**src/rtl/assert_macros.svh**
```systemverilog
// Assertion macros shared by the rotation matrix to quaternion block.
`ifndef ASSERT_MACROS_SVH
`define ASSERT_MACROS_SVH

// Same-cycle implication, checked at each rising edge outside reset.
`define RM2Q_ASSERT_SAME(label, clk, rst, ante, cons) \
   label: assert property (@(posedge clk) disable iff (rst) (ante) |-> (cons)) \
      else $error("rm2q assertion failed");

// Next-cycle implication, checked at each rising edge outside reset.
`define RM2Q_ASSERT_NEXT(label, clk, rst, ante, cons) \
   label: assert property (@(posedge clk) disable iff (rst) (ante) |=> (cons)) \
      else $error("rm2q assertion failed");

`endif

```
**src/rtl/rm2q_pkg.sv**
```systemverilog
// Shared types and constants of the rotation matrix to quaternion block.
`default_nettype none

package rm2q_pkg;

   localparam int FRAC_BITS_DEF = 16;

   // Which diagonal element leads the conversion; trace case has none
   typedef enum logic [1:0] {
      PIV_X     = 2'd0,
      PIV_Y     = 2'd1,
      PIV_Z     = 2'd2,
      PIV_TRACE = 2'd3
   } pivot_type;

   // Control that travels with each transaction down the pipeline
   typedef struct packed {
      logic      valid;
      pivot_type sel;
      logic [2:0] neg;
   } ctl_type;

   localparam ctl_type CTL_IDLE = '{valid: 1'b0, sel: PIV_TRACE, neg: 3'b000};

endpackage

`default_nettype wire

```
**src/rtl/rm2q_sqrt.sv**
```systemverilog
// Pipelined integer square root, one root bit per stage.
`default_nettype none

module rm2q_sqrt import rm2q_pkg::*; #(
   parameter int FRAC_BITS = FRAC_BITS_DEF
) (
   input  logic                 clock,
   input  logic                 reset,
   input  logic                 en,
   input  ctl_type              ctl_i,
   input  logic [FRAC_BITS+2:0] rad_i,
   input  logic [FRAC_BITS+2:0] mag_i [3],
   output ctl_type              ctl_o,
   output logic [FRAC_BITS+1:0] root_o,
   output logic [FRAC_BITS+2:0] mag_o [3]
);
   localparam int R_W   = FRAC_BITS + 2;
   localparam int XW    = 2 * R_W;
   localparam int RM    = R_W + 3;
   localparam int MAG_W = FRAC_BITS + 3;

   ctl_type          ctl_ff  [R_W];
   logic [RM-1:0]    rem_ff  [R_W];
   logic [R_W-1:0]   root_ff [R_W];
   logic [XW-1:0]    x_ff    [R_W];
   logic [MAG_W-1:0] mag_ff  [R_W][3];

   for (genvar s = 0; s < R_W; s++) begin : g_stage
      ctl_type          ctl_cur;
      logic [RM-1:0]    rem_cur;
      logic [R_W-1:0]   root_cur;
      logic [XW-1:0]    x_cur;
      logic [MAG_W-1:0] mag_cur [3];
      logic [RM-1:0]    rem2;
      logic [RM-1:0]    trial;
      logic             fits;
      logic [RM-1:0]    rem_in;
      logic [R_W-1:0]   root_in;
      logic [XW-1:0]    x_in;

      if (s == 0) begin : g_head
         assign ctl_cur  = ctl_i;
         assign rem_cur  = '0;
         assign root_cur = '0;
         assign x_cur    = {1'b0, rad_i, {FRAC_BITS{1'b0}}};
         assign mag_cur  = mag_i;
      end else begin : g_link
         assign ctl_cur  = ctl_ff[s-1];
         assign rem_cur  = rem_ff[s-1];
         assign root_cur = root_ff[s-1];
         assign x_cur    = x_ff[s-1];
         assign mag_cur  = mag_ff[s-1];
      end

      // Bring down two radicand bits and try the next root bit
      always_comb begin
         rem2    = {rem_cur[RM-3:0], x_cur[XW-1 -: 2]};
         trial   = {1'b0, root_cur, 2'b01};
         fits    = (rem2 >= trial);
         rem_in  = fits ? (rem2 - trial) : rem2;
         root_in = {root_cur[R_W-2:0], fits};
         x_in    = {x_cur[XW-3:0], 2'b00};
      end

      always_ff @(posedge clock) begin
         if (reset) begin
            ctl_ff[s] <= CTL_IDLE;
         end else if (en) begin
            ctl_ff[s] <= ctl_cur;
         end
      end

      always_ff @(posedge clock) begin
         if (en) begin
            rem_ff[s]  <= rem_in;
            root_ff[s] <= root_in;
            x_ff[s]    <= x_in;
            mag_ff[s]  <= mag_cur;
         end
      end
   end

   assign ctl_o  = ctl_ff[R_W-1];
   assign root_o = root_ff[R_W-1];
   assign mag_o  = mag_ff[R_W-1];

endmodule

`default_nettype wire

```
**config.mk**
```make
export PLATFORM = sky130hd
export DESIGN_NAME = rm2q_sqrt
export DESIGN_NICKNAME = d
export VERILOG_FILES = /design/src/rtl/assert_macros.svh /design/src/rtl/rm2q_pkg.sv /design/src/rtl/rm2q_sqrt.sv
export SDC_FILE = /design/constraint.sdc
export NUM_CORES = 2
export LEC_CHECK = 0
export BUFFER_PORTS_ARGS = -buffer_cell sky130_fd_sc_hd__buf_2
export CORE_MARGIN = 10
export CORE_UTILIZATION = 45
export CTS_CLUSTER_DIAMETER = 120
export CTS_CLUSTER_SIZE = 24
export DETAILED_ROUTE_END_ITERATION = 12
export GPL_ROUTABILITY_DRIVEN = 0
export GPL_TIMING_DRIVEN = 0
export PLACE_DENSITY = 0.71
export REMOVE_ABC_BUFFERS = 1
export SETUP_SLACK_MARGIN = 0.4
export SLEW_MARGIN = 10
export SYNTH_ARGS = -nofsm -noshare
export SYNTH_HDL_FRONTEND = slang
export SYNTH_SLANG_ARGS = --single-unit
```
**constraint.sdc**
```tcl
create_clock -name clock -period 8.2 [get_ports clock]
set_input_delay 0.41 -clock clock [delete_from_list [all_inputs] [get_ports clock]]
set_output_delay 0.41 -clock clock [all_outputs]
set_load 0.005 [all_outputs]
```
==> metrics.cfg <==
[timing]
layout_min_cycle_time_ns=4.00
finalCritPeriodShare_pct=48.7
finalWorstSetupSlack_ns=4.20
timing_max_transition_violations_final=0
setup_viol=0
final.setup_skew_ns=0.0424
fin_setup_tns_ns=0
maxClockFrequency_mhz=250
hold_viol_final=0
grt_setup_unrepaired=no
relSlewSlack_pct=26.3
transition_at_the_pin_with_the_smallest_max_transition_slack_ns=1.08

[cts]
clock_insertion_delay_worst_skew_ns=0.72
post-cts-setup-buffers=0
clkTransAtPathRegs_ns=0.10
maximum_level_of_the_cts_h_tree=3
clock_tree_from_tritoncts=built
maximum_clock_path_buffer_count=3
cts_buffers=81
clock_tree.root_cell=clkbuf_16
clock_sink_count=1683

[grt]
grt_most_used_layer=met2
antenna_found_initial=1
grt_pass1_wl_um=138000
grt_pass1_vias=28300
grtUsageMet2_pct=18.5
grt.overflow.total=0
global_route.usage.met1_pct=12.6
grt_max_degree=177
grt_usage_pct=10.5
gr-usage-met3_pct=2.01

[routing]
initialDrtViolationCount=1671
drt-wirelength-per-cell_um=14.5
ant_nets=0
detail_route.wirelength_um=83600
post_drt_via_cell_ratio=4.93
drt-pass1-iter-count=8
via_count=28500
drc=0

[placement]
dp_hpwl_um=51000
io_buffer_count=165
place_area_um2=66500
place_worst_setup_slack_ns=4.28

[die]
io_pins=166
die-area_um2=156000
num_rows=137
placeableCoreArea_um2=139000
die_span_x_um=394
initial_core_utilization_pct=45.3
die_height_um=394

[layout]
filler_cell_count=11100
area_growth_pct=10.3
final_nets=4149
layout_cell_share_with_drive_strength_beyond_1_pct=9.53
fin_area_um2=69600

[synthesis]
asyncSetResetFlopFracSynth_pct=0
top_cells_by_count_synth=edfxtp_1 (1683), inv_1 (214), ha_1 (173)
post-synth-top-area-cell=edfxtp_1
ys_seq_area_share_pct=80.1
yosysWarnings=0
postSynthAreaPerCell_um2=17.6
synth_enable_flop_cells=1683
post-synth-top-area-fraction_pct=80.1
synth.cell_area_um2=63100
synth_most_common_cell=edfxtp_1
synth-seq-cells=1683
synth_cells=3585
netlist-cell-type-count=76
postSynth.topFlopCell=edfxtp_1
post_synth_main_area_contributors=edfxtp_1 (80%), ha_1 (3.4%), xnor2_1 (1.6%), inv_1 (1.3%), mux2_2 (1.2%)

[power]
power_per_cell_area_nw_per_um2=236
vdd.ir_drop.worst_mv=0.229
total_leakage_power_nw=24.6

[setup_path]
setup.reg_to_reg.worst_slack_ns=4.20
crit_chain=ha_1, a211o_1, a2111oi_0, a2bb2oi_1, nand3_1, mux2_2
worst_path_max_delay_cell=a2111oi_0
criticalPathCategory=reg -> reg
cp-end-kind=register
depth_of_the_worst_register_to_register_path=6
critical_path_required_ns=8.64
critical_path.reg2reg.endpoint=rem_ff[14][15]
r2r-start=rem_ff[13][0]
start_kind=register
max_stage_delay_ns=0.91
cp_data_arrival_time_ns=4.44
critical_path.max_fanout=23

[worst_hold_path]
hold_depth=1
source_of_the_worst_hold_timing_path=en
hold_path_class=in -> reg
worst_hold_path.endpoint=mag_ff[0][53]

[flow_run]
max-cap-violations=0

[run_status]
run_status=complete, no violations

sequential cells by signal, summed over array words and instances, names as in the netlist:
name	cells
x_ff	90
mag_ff	1026
ctl_ff	108
root_ff	171
rem_ff	288
power breakdown:
| group | internal (mW) | total [mW] | switching, mW |
|---|---|---|---|
| logic | 0.669 | 1.54 | 0.868 |
| clock network | 1.87 | 4.38 | 2.50 |
| registers | 10.2 | 10.5 | 0.266 |
layout make-up:
cell class / count / area, um^2 / share of cell area, %
Antenna cell: 1 / 2.50 / 0.00359
Clock buffer: 82 / 2050 / 2.95
Clock inverter: 12 / 244 / 0.350
Inverter: 216 / 811 / 1.16
Multi-Input combinational cell: 1639 / 11600 / 16.6
Sequential cell: 1683 / 50500 / 72.6
Tap cell: 1876 / 2350 / 3.37
Timing Repair Buffer: 263 / 2050 / 2.94
stage by stage:
step	std cells	util (%)	power, mW	hold slack [ns]
2_1_floorplan	3538	-	11.7	0.400
3_3_place_gp	5579	47.4	12.5	0.400
3_5_place_dp	5594	47.7	12.2	0.405
4_1_cts	5770	49.9	16.7	0.0319
5_1_grt	5772	50.0	17.2	0.0534
6_report	5772	50.0	16.4	0.0795
per-layer routing:
layer	up-vias	wire (um)
li1	14100	-
met1	13700	35200
met3	157	3430
met4	0	2330
met5	-	0
met2	471	42600
placed cells by master (no fill, tap or decap), types with 5 or more instances in the layout:
master         count
o31ai_1           12
mux2_2            66
dlygate4sd3_1     82
or2_2              9
or4_1              9
xnor2_1          117
or3_1             33
fa_1               7
edfxtp_1        1683
a31o_2             5
nand3b_1           8
a21oi_1          146
o21bai_1          18
a31oi_1           13
and3_1             7
clkbuf_16         82
a21o_1            37
a2111oi_0         10
o22ai_1            5
nand3_1           50
nor4b_1            5
nand2_1          129
o211a_1            9
buf_16            11
nand2b_1          59
nand4_1           22
ha_1             173
inv_1            214
o21ai_0          124
nor4_1            37
o211ai_1          20
nor2_1           167
and2_1            81
a22o_1             5
nor2b_1           12
nor3_1            54
a211oi_1          16
xor2_1            75
buf_2            164
o21a_1            24
logic make-up (layout without fill, tap and decap cells):
logic type	Yosys count	in the layout	synth area share, %
xor+xnor	192	192	2.67
buf+inv	263	573	1.61
compound gates	495	495	5.00
fa+ha+maj	180	180	3.65
other cells	1	2	0.00594
simple gates	701	701	5.72
flops	1683	1683	80.1
mux	70	70	1.24
worst max-delay path, delay by kind of cell (launching register included):
family,cells,cell delay (ns)
DFF,1,0.48
and+or+nand+nor,1,0.75
adders and majority gates,1,0.35
AOI/OAI and AO/OA,3,1.58
muxes,1,0.55
how the worst max path moves through the flow:
stage | startpoint | end | cells past startpoint
2_1_floorplan | reset | ctl_ff[0][0] | 2
3_3_place_gp | en | ctl_ff[17][5] | 3
3_5_place_dp | rem_ff[13][0] | rem_ff[14][2] | 6
4_1_cts | rem_ff[13][0] | rem_ff[14][15] | 6
5_1_grt | rem_ff[13][0] | rem_ff[14][14] | 6
6_report | rem_ff[13][0] | rem_ff[14][15] | 6
timing repair:
item                                   CTS  global route
hold buffers                            82             0
resized for setup                        0             0
endpoints found under the hold margin   82             0
Power figures use the tool's default switching activity.
