==> config.mk <==
export PLATFORM = sky130hd
export DESIGN_NAME = rm2q_front
export DESIGN_NICKNAME = d
export VERILOG_FILES = /design/src/rtl/assert_macros.svh /design/src/rtl/rm2q_pkg.sv /design/src/rtl/rm2q_front.sv
export SDC_FILE = /design/constraint.sdc
export NUM_CORES = 1
export LEC_CHECK = 0
export BUFFER_PORTS_ARGS = -buffer_cell sky130_fd_sc_hd__buf_2
export CAP_MARGIN = 30
export CORE_ASPECT_RATIO = 0.5
export CORE_MARGIN = 8
export CORE_UTILIZATION = 45
export CTS_BUF_LIST = sky130_fd_sc_hd__clkbuf_4 sky130_fd_sc_hd__clkbuf_8 sky130_fd_sc_hd__clkbuf_16
export DETAILED_ROUTE_END_ITERATION = 8
export MAX_ROUTING_LAYER = met4
export PLACE_DENSITY = 0.64
export SLEW_MARGIN = 10
export SYNTH_ARGS = -nofsm -noshare
export SYNTH_HDL_FRONTEND = slang
export SYNTH_SLANG_ARGS = --single-unit
==> constraint.sdc <==
create_clock -name clock -period 8.75 [get_ports clock]
set_input_delay 0.4375 -clock clock [delete_from_list [all_inputs] [get_ports clock]]
set_output_delay 0.4375 -clock clock [all_outputs]
set_load 0.005 [all_outputs]
==> src/rtl/assert_macros.svh <==
// Assertion macros shared by the rotation matrix to quaternion block.
`ifndef ASSERT_MACROS_SVH
`define ASSERT_MACROS_SVH

// Same-cycle implication, checked at each rising edge outside reset.
`define RM2Q_ASSERT_SAME(label, clk, rst, ante, cons) \
   label: assert property (@(posedge clk) disable iff (rst) (ante) |-> (cons)) \
      else $error("rm2q assertion failed");

// Next-cycle implication, checked at each rising edge outside reset.
`define RM2Q_ASSERT_NEXT(label, clk, rst, ante, cons) \
   label: assert property (@(posedge clk) disable iff (rst) (ante) |=> (cons)) \
      else $error("rm2q assertion failed");

`endif

==> src/rtl/rm2q_pkg.sv <==
// Shared types and constants of the rotation matrix to quaternion block.
`default_nettype none

package rm2q_pkg;

   localparam int FRAC_BITS_DEF = 16;

   // Which diagonal element leads the conversion; trace case has none
   typedef enum logic [1:0] {
      PIV_X     = 2'd0,
      PIV_Y     = 2'd1,
      PIV_Z     = 2'd2,
      PIV_TRACE = 2'd3
   } pivot_type;

   // Control that travels with each transaction down the pipeline
   typedef struct packed {
      logic      valid;
      pivot_type sel;
      logic [2:0] neg;
   } ctl_type;

   localparam ctl_type CTL_IDLE = '{valid: 1'b0, sel: PIV_TRACE, neg: 3'b000};

endpackage

`default_nettype wire

==> src/rtl/rm2q_front.sv <==
// Front stage: trace test, pivot choice, radicand and off-diagonal numerators.
`default_nettype none

module rm2q_front import rm2q_pkg::*; #(
   parameter int FRAC_BITS = FRAC_BITS_DEF
) (
   input  logic                    clock,
   input  logic                    reset,
   input  logic                    en,
   input  logic                    in_valid,
   input  logic signed [FRAC_BITS+1:0] m_i [9],
   output ctl_type                 ctl_o,
   output logic [FRAC_BITS+2:0]    rad_o,
   output logic [FRAC_BITS+2:0]    mag_o [3]
);
   localparam int SW    = FRAC_BITS + 4;
   localparam int RAD_W = FRAC_BITS + 3;
   localparam int MAG_W = FRAC_BITS + 3;
   localparam logic signed [SW-1:0] ONE = SW'(1) << FRAC_BITS;

   logic signed [SW-1:0] e [9];
   logic signed [SW-1:0] tr;
   logic signed [SW-1:0] rad_s;
   logic signed [SW-1:0] d [3];
   pivot_type            piv;
   ctl_type              ctl_in;
   logic [RAD_W-1:0]     rad_in;
   logic [MAG_W-1:0]     mag_in [3];
   ctl_type              ctl_ff;
   logic [RAD_W-1:0]     rad_ff;
   logic [MAG_W-1:0]     mag_ff [3];

   // Widen elements so sums cannot wrap
   always_comb begin
      for (int k = 0; k < 9; k++) begin
         e[k] = SW'(m_i[k]);
      end
   end

   assign tr = e[0] + e[4] + e[8];

   // Choose pivot, radicand and numerators
   always_comb begin
      piv   = PIV_TRACE;
      rad_s = tr + ONE;
      d[0]  = e[5] - e[7];
      d[1]  = e[6] - e[2];
      d[2]  = e[1] - e[3];
      if (!(tr > 0)) begin
         piv = (e[4] > e[0]) ? PIV_Y : PIV_X;
         if (e[8] > ((piv == PIV_Y) ? e[4] : e[0])) begin
            piv = PIV_Z;
         end
         case (piv)
            PIV_X: begin
               rad_s = e[0] - e[4] - e[8] + ONE;
               d[0]  = e[5] - e[7];
               d[1]  = e[1] + e[3];
               d[2]  = e[2] + e[6];
            end
            PIV_Y: begin
               rad_s = e[4] - e[8] - e[0] + ONE;
               d[0]  = e[6] - e[2];
               d[1]  = e[5] + e[7];
               d[2]  = e[3] + e[1];
            end
            default: begin
               rad_s = e[8] - e[0] - e[4] + ONE;
               d[0]  = e[1] - e[3];
               d[1]  = e[6] + e[2];
               d[2]  = e[7] + e[5];
            end
         endcase
      end
   end

   // Clamp radicand, split numerators into sign and magnitude
   always_comb begin
      ctl_in.valid = in_valid;
      ctl_in.sel   = piv;
      rad_in       = (rad_s < 0) ? '0 : rad_s[RAD_W-1:0];
      for (int l = 0; l < 3; l++) begin
         ctl_in.neg[l] = d[l][SW-1];
         mag_in[l]     = d[l][SW-1] ? MAG_W'(-d[l]) : MAG_W'(d[l]);
      end
   end

   // Hold control on stall
   always_ff @(posedge clock) begin
      if (reset) begin
         ctl_ff <= CTL_IDLE;
      end else if (en) begin
         ctl_ff <= ctl_in;
      end
   end

   always_ff @(posedge clock) begin
      if (en) begin
         rad_ff <= rad_in;
         mag_ff <= mag_in;
      end
   end

   assign ctl_o = ctl_ff;
   assign rad_o = rad_ff;
   assign mag_o = mag_ff;

endmodule

`default_nettype wire

==> impl_results.md, run 1 <==
* Standard-cell row count at 52
* Vertical die dimension at 159.4 um
* Ys async rst share at 0%
* Number of buffers added for setup after CTS at 0
* Cell-internal power at 2.095 mW
* Effective utilization at floorplan at ~46%
* Worst-case clock buffer depth at 2
* Area after detailed placement at 20,290 um^2
* Post-synth EDFFs at 76
* Sequential area share after synthesis at 12.98%
* Share of power burned in combinational logic at 72.4%
* Post-synthesis cell count at 2,309
* WL per Instance at 20.44 um
* Setup Crit Path Kind: primary input to flop
* Warnings, synthesis at 0
* Number of design-rule violations left by the first detailed-router iteration at 1,269
* Fraction of final layout cells with drive strength greater than 1 at 13.42%
* Main flop type after synthesis: sky130_fd_sc_hd__edfxtp_1
* Number of cells in the finished layout apart from fillers at 3,043
* Maximum number of pins on one net before global-route repair at 95
* Count of antenna diodes in the layout at 0
* Drt first pass iters at 5
* Clock latency reported for the late side of the worst-skew pair at 350 ps
* Critical-path top delay cell: sky130_fd_sc_hd__a2111oi_2
* Setup repair after global routing missed its margin: false
* Share of power burned in the clock network at under 10%
* Weighted congestion reported at the end of routability-driven placement at between 0.9 and 1
* Max incr delay on CP at between 700 and 800 ps
* Post-synth cell types at 91
* Total gr overflow at 0
* Slew margin rel. at 35.83%
* Number of hold buffers added after CTS at 0
* CTS H-tree depth at 3
* Type of destination of the critical path: flop
* Fraction of power spent switching nets at 50.53%
* Yosys reg bits at 82
* Post-route cell area at 20,590 um^2
* Global router's overall resource usage at 25.60%
* Max Slew Vio Count at 0
* Via count at 17,769
* Endpoint required time on the critical path at between 8000 and 9000 ps
* Family with the most delay on the worst path: simple AND/OR/NAND/NOR gates
* Result of the run: finished clean
* Hold Crit Start: reset
* Count of boundary I/O pins at ~250
* Commonest cells after routing, fill and taps aside: sky130_fd_sc_hd__ha_1, sky130_fd_sc_hd__buf_2, sky130_fd_sc_hd__inv_1, sky130_fd_sc_hd__a21oi_1, sky130_fd_sc_hd__nor2_1
* Leak Pwr at 9.364 nW
* Number of buffers inserted during clock tree synthesis at 9
* Max-cap violations at 0
* Area of the die at 48,250 um^2
* Final Critical Period at 7790 ps
* Die X-Extent at 302.8 um
* Synthesized area at 18,500 um^2
* Sum of buffers and inverters on the critical path at 3
* Sequential share of power at around 18%
* P per Cell Area at 205.8 nW/um^2
* Net switching power figure at around 2.1 mW
* NumNets Final at 3,036
* Drt via density at 5.839
* Final TNS setup at 0 ps
* Max frequency at 128.4 MHz
* Total nets after synthesis at 2,847
* TritonCTS clock tree: yes
* Post-detailed-route DRC marker count at 0
* Wire length of the first global-routing pass at 96,880 um
* Reg-to-Reg Start: ctl_o[4]$_SDFFE_PP1P_
* Critical path startpoint category: primary input
* Internal reg-to-reg setup slack at 7910 ps
* Average footprint of a synthesized cell at 8.013 um^2
* CP arrival at 7890 ps
* Final count of hold timing violations at 0
* Count of port buffers added during placement at 247
* Class of the worst hold path: primary input to flop
* Depth of the most critical reg-to-reg path at 3
* Worst hold path stage count at 2
* Vias in the first global route at 17,294
* Clock-pin slew reported for the worst setup and hold paths after clock tree synthesis at around 70 ps
* Post-cts resize count at 0
* Hold path endpoint: ctl_o[5]$_SDFFE_PP0P_
* Initial antenna violation count at 0
* Final wirelength at 62,210 um
* Detailed placement HPWL at 51,800 um
* Crit Reg-Reg Endpoint: ctl_o[4]$_SDFFE_PP1P_
* Final worst path period share at 89.03%
* Count of clock tree sinks at 82
* Placed instance count at around 3,000
* Master cell of the clock root buffer: sky130_fd_sc_hd__clkbuf_16
* Final setup vio count at 0
* Biggest fanout along the worst timing path at 19
* Most common library cell in the layout ignoring fill and taps: sky130_fd_sc_hd__ha_1
* Post-route clock skew at 0 ps
* Tightest Pin Transition at ~950 ps
* Number of antenna-violating nets in the routed design at 0
* Area inside the core boundary at 40,470 um^2
* Synthesis-to-finish area growth at 11.27%
* Peak VDD IR at about 0.00012 V
[cell families after synthesis]
family / share of synthesized area [%]
xor gates and xnor gates: 8.663
and+or+nand+nor: 16.78
DFF: 12.98
muxes: 1.278
adders and majority gates: 28.48
buffers and inverters: 6.452
AOI/OAI and AO/OA: 25.36
[worst reg2reg max path: cells and delay by family, from the launching register on]
family,cells,cell delay [ps]
simple gates,2,370
flops,1,310
compound gates,1,50
[routing by layer]
metal	up-vias	global-route usage (%)	part of all wire (%)
li1	8678	-	-
met1	8422	33.48	44
met2	597	42.69	48
met3	72	2.144	5.8
met4	0	6.204	2.1
met5	-	-	0
[final cells by class]
class,count,area (um^2)
Fill cell,4025,19880
Clock inverter,6,66.31
Multi-Input combinational cell,1913,14930
Sequential cell,82,2402
Tap cell,540,675.6
Clock buffer,10,232.7
Inverter,220,825.8
Timing Repair Buffer,272,1451
[flip-flops by register name, indices dropped and copies added (netlist names)]
name / count
rad_o: 19
ctl_o: 6
mag_o: 57
[synthesized netlist by cell type, drive strengths merged (26+ instances only)]
master  instances  area [um^2]
a21oi         190        962.2
clkbuf         66        247.7
o21ai         108        540.5
nor2          188        708.2
ha            290         3628
nor3           60        305.3
fa             82         1642
o211ai         37        277.8
a31oi          30        187.7
nand3          50        250.2
buf            28        120.1
inv           220        825.8
nor2b          37        231.5
xnor2         126         1104
o31ai          30        235.2
a21o           39        292.8
o21a           26        195.2
edfxtp         76         2282
xor2           57        499.2
nand2         154        578.1
a211oi         29        222.7
nand2b         27        168.9
[power by group through the flow]
stage / combinational [mW] / clock [mW] / sequential [mW]
finish: 3.07 / 0.406 / 0.764
global route: 3.34 / 0.429 / 0.779
CTS: 3.04 / 0.414 / 0.766
detailed placement: 3.02 / 0 / 0.774
global placement: 3.02 / 0 / 0.771
floorplan: 1.99 / 0 / 0.772
[stage by stage]
step                hold slack, ps  setup WS [ps]  util, %  total power, mW
CTS                          317.2           1127    50.87            4.218
global placement             470.9          987.6    50.13            3.786
finish                       328.0          959.8    50.87            4.236
global route                 335.6          632.2    50.87            4.547
floorplan                    473.2          311.9        -            2.758
detailed placement           481.4          763.5    50.13            3.792
[worst max-delay path by stage]
stage	from	slack [ps]	end	depth (start not counted)
floorplan	m_i[84]	310	mag_o[31]$_DFFE_PP_	31
global placement	m_i[84]	990	mag_o[52]$_DFFE_PP_	26
detailed placement	m_i[83]	760	mag_o[52]$_DFFE_PP_	26
CTS	m_i[83]	1130	mag_o[52]$_DFFE_PP_	26
global route	m_i[83]	630	mag_o[52]$_DFFE_PP_	26
finish	m_i[83]	960	mag_o[52]$_DFFE_PP_	26
(Power assumes the default switching activity.)
==> run 2: changes to the inputs <==
--- a/config.mk
+++ b/config.mk
@@ -10,7 +10,6 @@
 export CORE_ASPECT_RATIO = 0.5
 export CORE_MARGIN = 8
 export CORE_UTILIZATION = 45
-export CTS_BUF_LIST = sky130_fd_sc_hd__clkbuf_4 sky130_fd_sc_hd__clkbuf_8 sky130_fd_sc_hd__clkbuf_16
 export DETAILED_ROUTE_END_ITERATION = 8
 export MAX_ROUTING_LAYER = met4
 export PLACE_DENSITY = 0.64
==> impl_results.md, run 2 (same netlist as run 1, synthesis figures left out) <==
* Count of boundary I/O pins at 248 (unchanged)
* Number of buffers inserted during clock tree synthesis at 9 (unchanged)
* Final TNS setup at 0 ps (unchanged)
* Drt first pass iters at 5 (unchanged)
* Final worst path period share at 89.00% (about the same)
* Number of antenna-violating nets in the routed design at 0 (unchanged)
* CP arrival at 7890 ps (about the same)
* Count of antenna diodes in the layout at 0 (unchanged)
* Result of the run: finished clean
* Effective utilization at floorplan at 45.72% (unchanged)
* Post-detailed-route DRC marker count at 0 (unchanged)
* Placed instance count at 3,027 (unchanged)
* Max frequency at 128.4 MHz (about the same)
* Die X-Extent at 302.8 um (unchanged)
* Leak Pwr at 9.361 nW (about the same)
* Drt via density at 5.845 (about the same)
* Slew margin rel. at 36.19% (+0.36 points)
* Peak VDD IR at 0.0001197 V (about the same)
* Critical path startpoint category: primary input
* Clock-pin slew reported for the worst setup and hold paths after clock tree synthesis at 70 ps (about the same)
* Count of clock tree sinks at 82 (unchanged)
* Maximum number of pins on one net before global-route repair at 95 (unchanged)
* Number of cells in the finished layout apart from fillers at 3,043 (unchanged)
* Share of power burned in the clock network at 9.5% (about the same)
* Number of design-rule violations left by the first detailed-router iteration at 1,272 (+0.24%)
* Final Critical Period at 7787 ps (-2.750 ps)
* Master cell of the clock root buffer: sky130_fd_sc_hd__clkbuf_16
* Class of the worst hold path: primary input to flop
* Clock latency reported for the late side of the worst-skew pair at 350 ps (about the same)
* Count of port buffers added during placement at 247 (unchanged)
* CTS H-tree depth at 3 (unchanged)
* TritonCTS clock tree: yes
* P per Cell Area at 205.6 nW/um^2 (about the same)
* Post-route clock skew at 0 ps (unchanged)
* Net switching power figure at 2.140 mW (about the same)
* Endpoint required time on the critical path at 8850 ps (about the same)
* Standard-cell row count at 52 (unchanged)
* Share of power burned in combinational logic at 72.4% (about the same)
* Setup Crit Path Kind: primary input to flop
* Fraction of final layout cells with drive strength greater than 1 at 13.38% (-0.040 points)
* Number of hold buffers added after CTS at 0 (unchanged)
* Type of destination of the critical path: flop
* Biggest fanout along the worst timing path at 19 (unchanged)
* Weighted congestion reported at the end of routability-driven placement at 0.9735 (unchanged)
* Internal reg-to-reg setup slack at 7910 ps (about the same)
* Number of fillers in the final layout at 4,026 (+0.025%)
* Area inside the core boundary at 40,470 um^2 (unchanged)
* Most common library cell in the layout ignoring fill and taps: sky130_fd_sc_hd__ha_1
* Initial antenna violation count at 0 (unchanged)
* Final setup vio count at 0 (unchanged)
* Max Slew Vio Count at 0 (unchanged)
* Fraction of power spent switching nets at 50.56% (about the same)
* Number of buffers added for setup after CTS at 0 (unchanged)
* Cell-internal power at 2.092 mW (-0.16%)
* NumNets Final at 3,036 (unchanged)
* Vias in the first global route at 17,296 (+0.012%)
* WL per Instance at 20.42 um (about the same)
* Critical-path top delay cell: sky130_fd_sc_hd__a2111oi_2
* Sequential share of power at 18.0% (about the same)
* Worst-case clock buffer depth at 2 (unchanged)
* Setup repair after global routing missed its margin: false
* Vertical die dimension at 159.4 um (unchanged)
* Final wirelength at 62,150 um (about the same)
* Post-cts resize count at 0 (unchanged)
* Synthesis-to-finish area growth at 11.25% (about the same)
* Number of flip-flops under the largest register name at 57 (unchanged)
* Tightest Pin Transition at 948.7 ps (-5.328 ps)
* Max incr delay on CP at 780 ps (about the same)
* Final count of hold timing violations at 0 (unchanged)
* Max-cap violations at 0 (unchanged)
* Commonest cells after routing, fill and taps aside: sky130_fd_sc_hd__ha_1, sky130_fd_sc_hd__buf_2, sky130_fd_sc_hd__inv_1, sky130_fd_sc_hd__a21oi_1, sky130_fd_sc_hd__nor2_1
* Total gr overflow at 0 (unchanged)
* Detailed placement HPWL at 51,800 um (unchanged)
* Via count at 17,785 (+0.090%)
* Wire length of the first global-routing pass at 96,860 um (about the same)
* Global router's overall resource usage at 25.60% (about the same)
* Area of the die at 48,250 um^2 (unchanged)
## run 2: cell counts in the layout (fill, tap and decap cells not counted)
Identical to the previous run, type by type.
## run 2: layout make-up
type | instances | area, um^2 | share of cell area (%)
multi-input cells | 1913 | 14930 | 72.55
flip-flops and latches | 82 | 2402 | 11.67
repair buffers | 272 | 1451 | 7.051
inverters | 220 | 825.8 | 4.012
well taps | 540 | 675.6 | 3.282
clock buffers | 10 | 229.0 | 1.112
clock inverters | 6 | 66.31 | 0.3222
## run 2: per-layer routing
layer  share of wire (%)  up-vias  GRT usage [%]
met2                  48      608          42.69
li1                    -     8673              -
met3                 6.1       72          2.144
met1                  44     8432          33.47
met5                   0        -              -
met4                 2.1        0          6.204
## run 2: power groups by stage
stage               Combinational (mW)  Clock (mW)  Sequential [mW]
floorplan                         1.99           0            0.772
finish                            3.07       0.403            0.763
global placement                  3.02           0            0.771
CTS                               3.04       0.411            0.766
global route                      3.34       0.425            0.779
detailed placement                3.02           0            0.774
## run 2: critical path: cells and delay by family
kind	cells	cell delay (ps)
buffers and inverters	3	310
and+or+nand+nor	12	3610
xor gates and xnor gates	1	140
muxes	1	580
adders and majority gates	3	870
AOI/OAI and AO/OA	6	1930
## run 2: metrics by stage
stage	instance area (um^2)	hold WS, ps	worst slack, ps	util, %	power, mW
final	20580	327.9	962.5	50.86	4.232
after global routing	20580	335.6	632.2	50.86	4.543
after CTS	20580	317.3	1127	50.86	4.214
after detailed placement	20290	481.4	763.5	50.13	3.792
after global placement	20290	470.9	987.6	50.13	3.786
after floorplan	18500	473.2	311.9	-	2.758
## run 2: final timing paths
kind,startpoint,end,cells after the start
setup / recovery,m_i[83],mag_o[52]$_DFFE_PP_,26
hold / removal,reset,ctl_o[5]$_SDFFE_PP0P_,2
hold reg to reg,ctl_o[0]$_SDFFE_PP0P_,ctl_o[0]$_SDFFE_PP0P_,2
setup reg to reg,ctl_o[4]$_SDFFE_PP1P_,ctl_o[4]$_SDFFE_PP1P_,3
==> run 3: changes to the inputs <==
--- a/config.mk
+++ b/config.mk
@@ -12,7 +12,7 @@
 export CORE_UTILIZATION = 45
 export DETAILED_ROUTE_END_ITERATION = 8
 export MAX_ROUTING_LAYER = met4
-export PLACE_DENSITY = 0.64
+export PLACE_DENSITY = 0.62
 export SLEW_MARGIN = 10
 export SYNTH_ARGS = -nofsm -noshare
 export SYNTH_HDL_FRONTEND = slang
==> constraint.sdc (replaced) <==
create_clock -name clock -period 7.65 [get_ports clock]
set_input_delay 0.3825 -clock clock [delete_from_list [all_inputs] [get_ports clock]]
set_output_delay 0.3825 -clock clock [all_outputs]
set_load 0.005 [all_outputs]
==> impl_results.md, run 3 (same netlist as run 1, synthesis figures left out) <==
* Result of the run: finished clean
* Area inside the core boundary at 40,470 um^2 (unchanged)
* Max incr delay on CP at 660 ps (-120 ps)
* Core Util, Final at 51.68% (+0.82 points)
* Number of buffers inserted during clock tree synthesis at 9 (unchanged)
* Synthesis-to-finish area growth at 13.04%
* Critical-path top delay cell: sky130_fd_sc_hd__a2111oi_4
* Tightest Pin Transition at 881.8 ps (-66.92 ps)
* Number of fillers in the final layout at 4,107 (+2.0%)
* Number of design-rule violations left by the first detailed-router iteration at 1,401 (+10%)
* Hold path endpoint: ctl_o[2]$_SDFFE_PP0P_
* CP arrival at 7290 ps (-600 ps)
* Share of power burned in the clock network at 9.0% (-0.5 points)
* NumNets Final at 3,074 (+1.3%)
* Clock-pin slew reported for the worst setup and hold paths after clock tree synthesis at 70 ps (about the same)
* Class of the worst hold path: primary input to flop
* Number of antenna-violating nets in the routed design at 0 (unchanged)
* Hold Crit Start: reset
* Master cell of the clock root buffer: sky130_fd_sc_hd__clkbuf_16
* Reg-to-Reg Start: ctl_o[4]$_SDFFE_PP1P_
* WL per Instance at 20.36 um (-0.30%)
* Post-route clock skew at 0 ps (unchanged)
* Total gr overflow at 0 (unchanged)
* Setup WS post-layout at 465.5 ps (-497.0 ps)
* Maximum number of pins on one net before global-route repair at 61 (-36%)
* Vias in the first global route at 17,314 (+0.10%)
* Drt via density at 5.796 (-0.83%)
* Crit Reg-Reg Endpoint: ctl_o[4]$_SDFFE_PP1P_
* Detailed placement HPWL at 52,560 um (+1.5%)
* Type of destination of the critical path: flop
* Die X-Extent at 302.8 um (unchanged)
* Cell-internal power at 2.428 mW (+16%)
* Initial antenna violation count at 0 (unchanged)
* Setup repair after global routing missed its margin: false
* Net switching power figure at 2.463 mW (+15%)
* Clock latency reported for the late side of the worst-skew pair at 360 ps (about the same)
* P per Cell Area at 233.9 nW/um^2 (+14%)
* Count of clock tree sinks at 82 (unchanged)
* Wire length of the first global-routing pass at 97,860 um (+1.0%)
* Critical path startpoint category: primary input
* Final count of hold timing violations at 0 (unchanged)
* Max-cap violations at 0 (unchanged)
* TritonCTS clock tree: yes
* Fin Hold WS at 253.9 ps (-74.07 ps)
* Number of hold buffers added after CTS at 0 (unchanged)
* Number of flip-flops under the largest register name at 57 (unchanged)
* Depth of the most critical reg-to-reg path at 3 (unchanged)
* Final TNS setup at 0 ps (unchanged)
* Max Slew Vio Count at 0 (unchanged)
* Global router's overall resource usage at 25.73% (+0.13 points)
* Most common library cell in the layout ignoring fill and taps: sky130_fd_sc_hd__ha_1
* Fraction of final layout cells with drive strength greater than 1 at 14.84% (+1.5 points)
* Standard-cell row count at 52 (unchanged)
* Effective utilization at floorplan at 45.72% (unchanged)
* Count of antenna diodes in the layout at 0 (unchanged)
* Final Critical Period at roughly 7200 ps
* Vertical die dimension at 159.4 um (unchanged)
* Number of cells in the finished layout apart from fillers at 3,081 (+1.2%)
* Sequential share of power at 17.5% (-0.5 points)
* Placed instance count at 3,065 (+1.3%)
* Count of port buffers added during placement at 247 (unchanged)
* Final worst path period share at roughly 94%
* Share of power burned in combinational logic at 73.5% (+1.1 points)
* Commonest cells after routing, fill and taps aside: sky130_fd_sc_hd__ha_1, sky130_fd_sc_hd__buf_2, sky130_fd_sc_hd__inv_1, sky130_fd_sc_hd__a21oi_1, sky130_fd_sc_hd__nor2_1
* Internal reg-to-reg setup slack at 6820 ps (-1090 ps)
* CTS H-tree depth at 3 (unchanged)
* Worst hold path stage count at 2 (unchanged)
* Worst-case setup slack after placement at 135.2 ps (-628.3 ps)
* Slew margin rel. at 41.22% (+5.0 points)
* Final wirelength at 62,740 um (+0.94%)
* Weighted congestion reported at the end of routability-driven placement at 0.9739 (about the same)
* Final setup vio count at 0 (unchanged)
* Drt first pass iters at 5 (unchanged)
* Area of the die at 48,250 um^2 (unchanged)
* Count of boundary I/O pins at 248 (unchanged)
* Leak Pwr at 9.560 nW (+2.1%)
* Fraction of power spent switching nets at 50.35% (-0.21 points)
* Endpoint required time on the critical path at 7760 ps (-1090 ps)
* Post-detailed-route DRC marker count at 0 (unchanged)
* Max frequency at between 100 and 150 MHz
* Peak VDD IR at 0.0001114 V (-6.9%)
* Worst-case clock buffer depth at 2 (unchanged)
* Setup Crit Path Kind: primary input to flop
* Biggest fanout along the worst timing path at 26 (+7)
* Via count at 17,857 (+0.40%)
==> run 3: changes by cell type in the layout (fill, tap and decap cells not counted), sizes merged <==
cell      before  now
buf          272  310
clkinvlp       2    1
bufinv         1    0
clkbuf        10    9
inv          221  223
clkinv         2    3
==> run 3: how the worst max path moves through the flow <==
stage | start | end | slack (ps) | cells past startpoint
CTS | m_i[75] | mag_o[52]$_DFFE_PP_ | 480 | 30
floorplan | m_i[79] | mag_o[54]$_DFFE_PP_ | 6 | 35
global route | m_i[75] | mag_o[52]$_DFFE_PP_ | 50 | 29
finish | m_i[75] | mag_o[52]$_DFFE_PP_ | 470 | 29
global placement | m_i[77] | mag_o[52]$_DFFE_PP_ | 300 | 29
detailed placement | m_i[75] | mag_o[52]$_DFFE_PP_ | 140 | 30
==> run 3: what timing repair did <==
| action | CTS | global route |
|---|---|---|
| endpoints found under the setup margin | 0 | 1 |
| buffers inserted | 0 | 0 |
| resized for setup | 0 | 1 |
==> run 3: final cells by class <==
cell class	instances	area, um^2	share of cell area, %
Sequential cell	82	2402	11.49
Clock buffer	9	225.2	1.077
Multi-Input combinational cell	1913	14970	71.58
Inverter	220	825.8	3.949
Tap cell	540	675.6	3.231
Clock inverter	7	58.81	0.2812
Timing Repair Buffer	310	1757	8.400
==> run 3: layer usage <==
layer / track usage [%] / vias up / part of all wire [%]
met2: 43.50 / 502 / 48
met1: 33.93 / 8556 / 45
li1: - / 8755 / -
met4: 4.620 / 0 / 1.3
met5: - / - / 0
met3: 1.927 / 44 / 4.9
==> run 3: per-stage QoR <==
| step | instance area, um^2 | total power, mW |
|---|---|---|
| after floorplan | 18550 | 3.162 |
| final | 20910 | 4.891 |
| after global placement | 20600 | 4.408 |
| after global routing | 20910 | 5.260 |
| after CTS | 20910 | 4.875 |
| after detailed placement | 20620 | 4.409 |
==> run 3: worst max-delay path: cells and delay by family <==
family	cells	cell delay, ps
AOI/OAI and AO/OA	8	1840
xor gates and xnor gates	1	150
adders and majority gates	3	810
buffers and inverters	5	690
muxes	1	370
and+or+nand+nor	11	3060
==> run 3: power by group through the flow <==
stage / clock, mW / combinational (mW) / sequential [mW]
5_1_grt: 0.463 / 3.91 / 0.882
2_1_floorplan: 0 / 2.28 / 0.883
3_5_place_dp: 0 / 3.54 / 0.869
3_3_place_gp: 0 / 3.54 / 0.866
6_report: 0.440 / 3.59 / 0.857
4_1_cts: 0.451 / 3.56 / 0.862
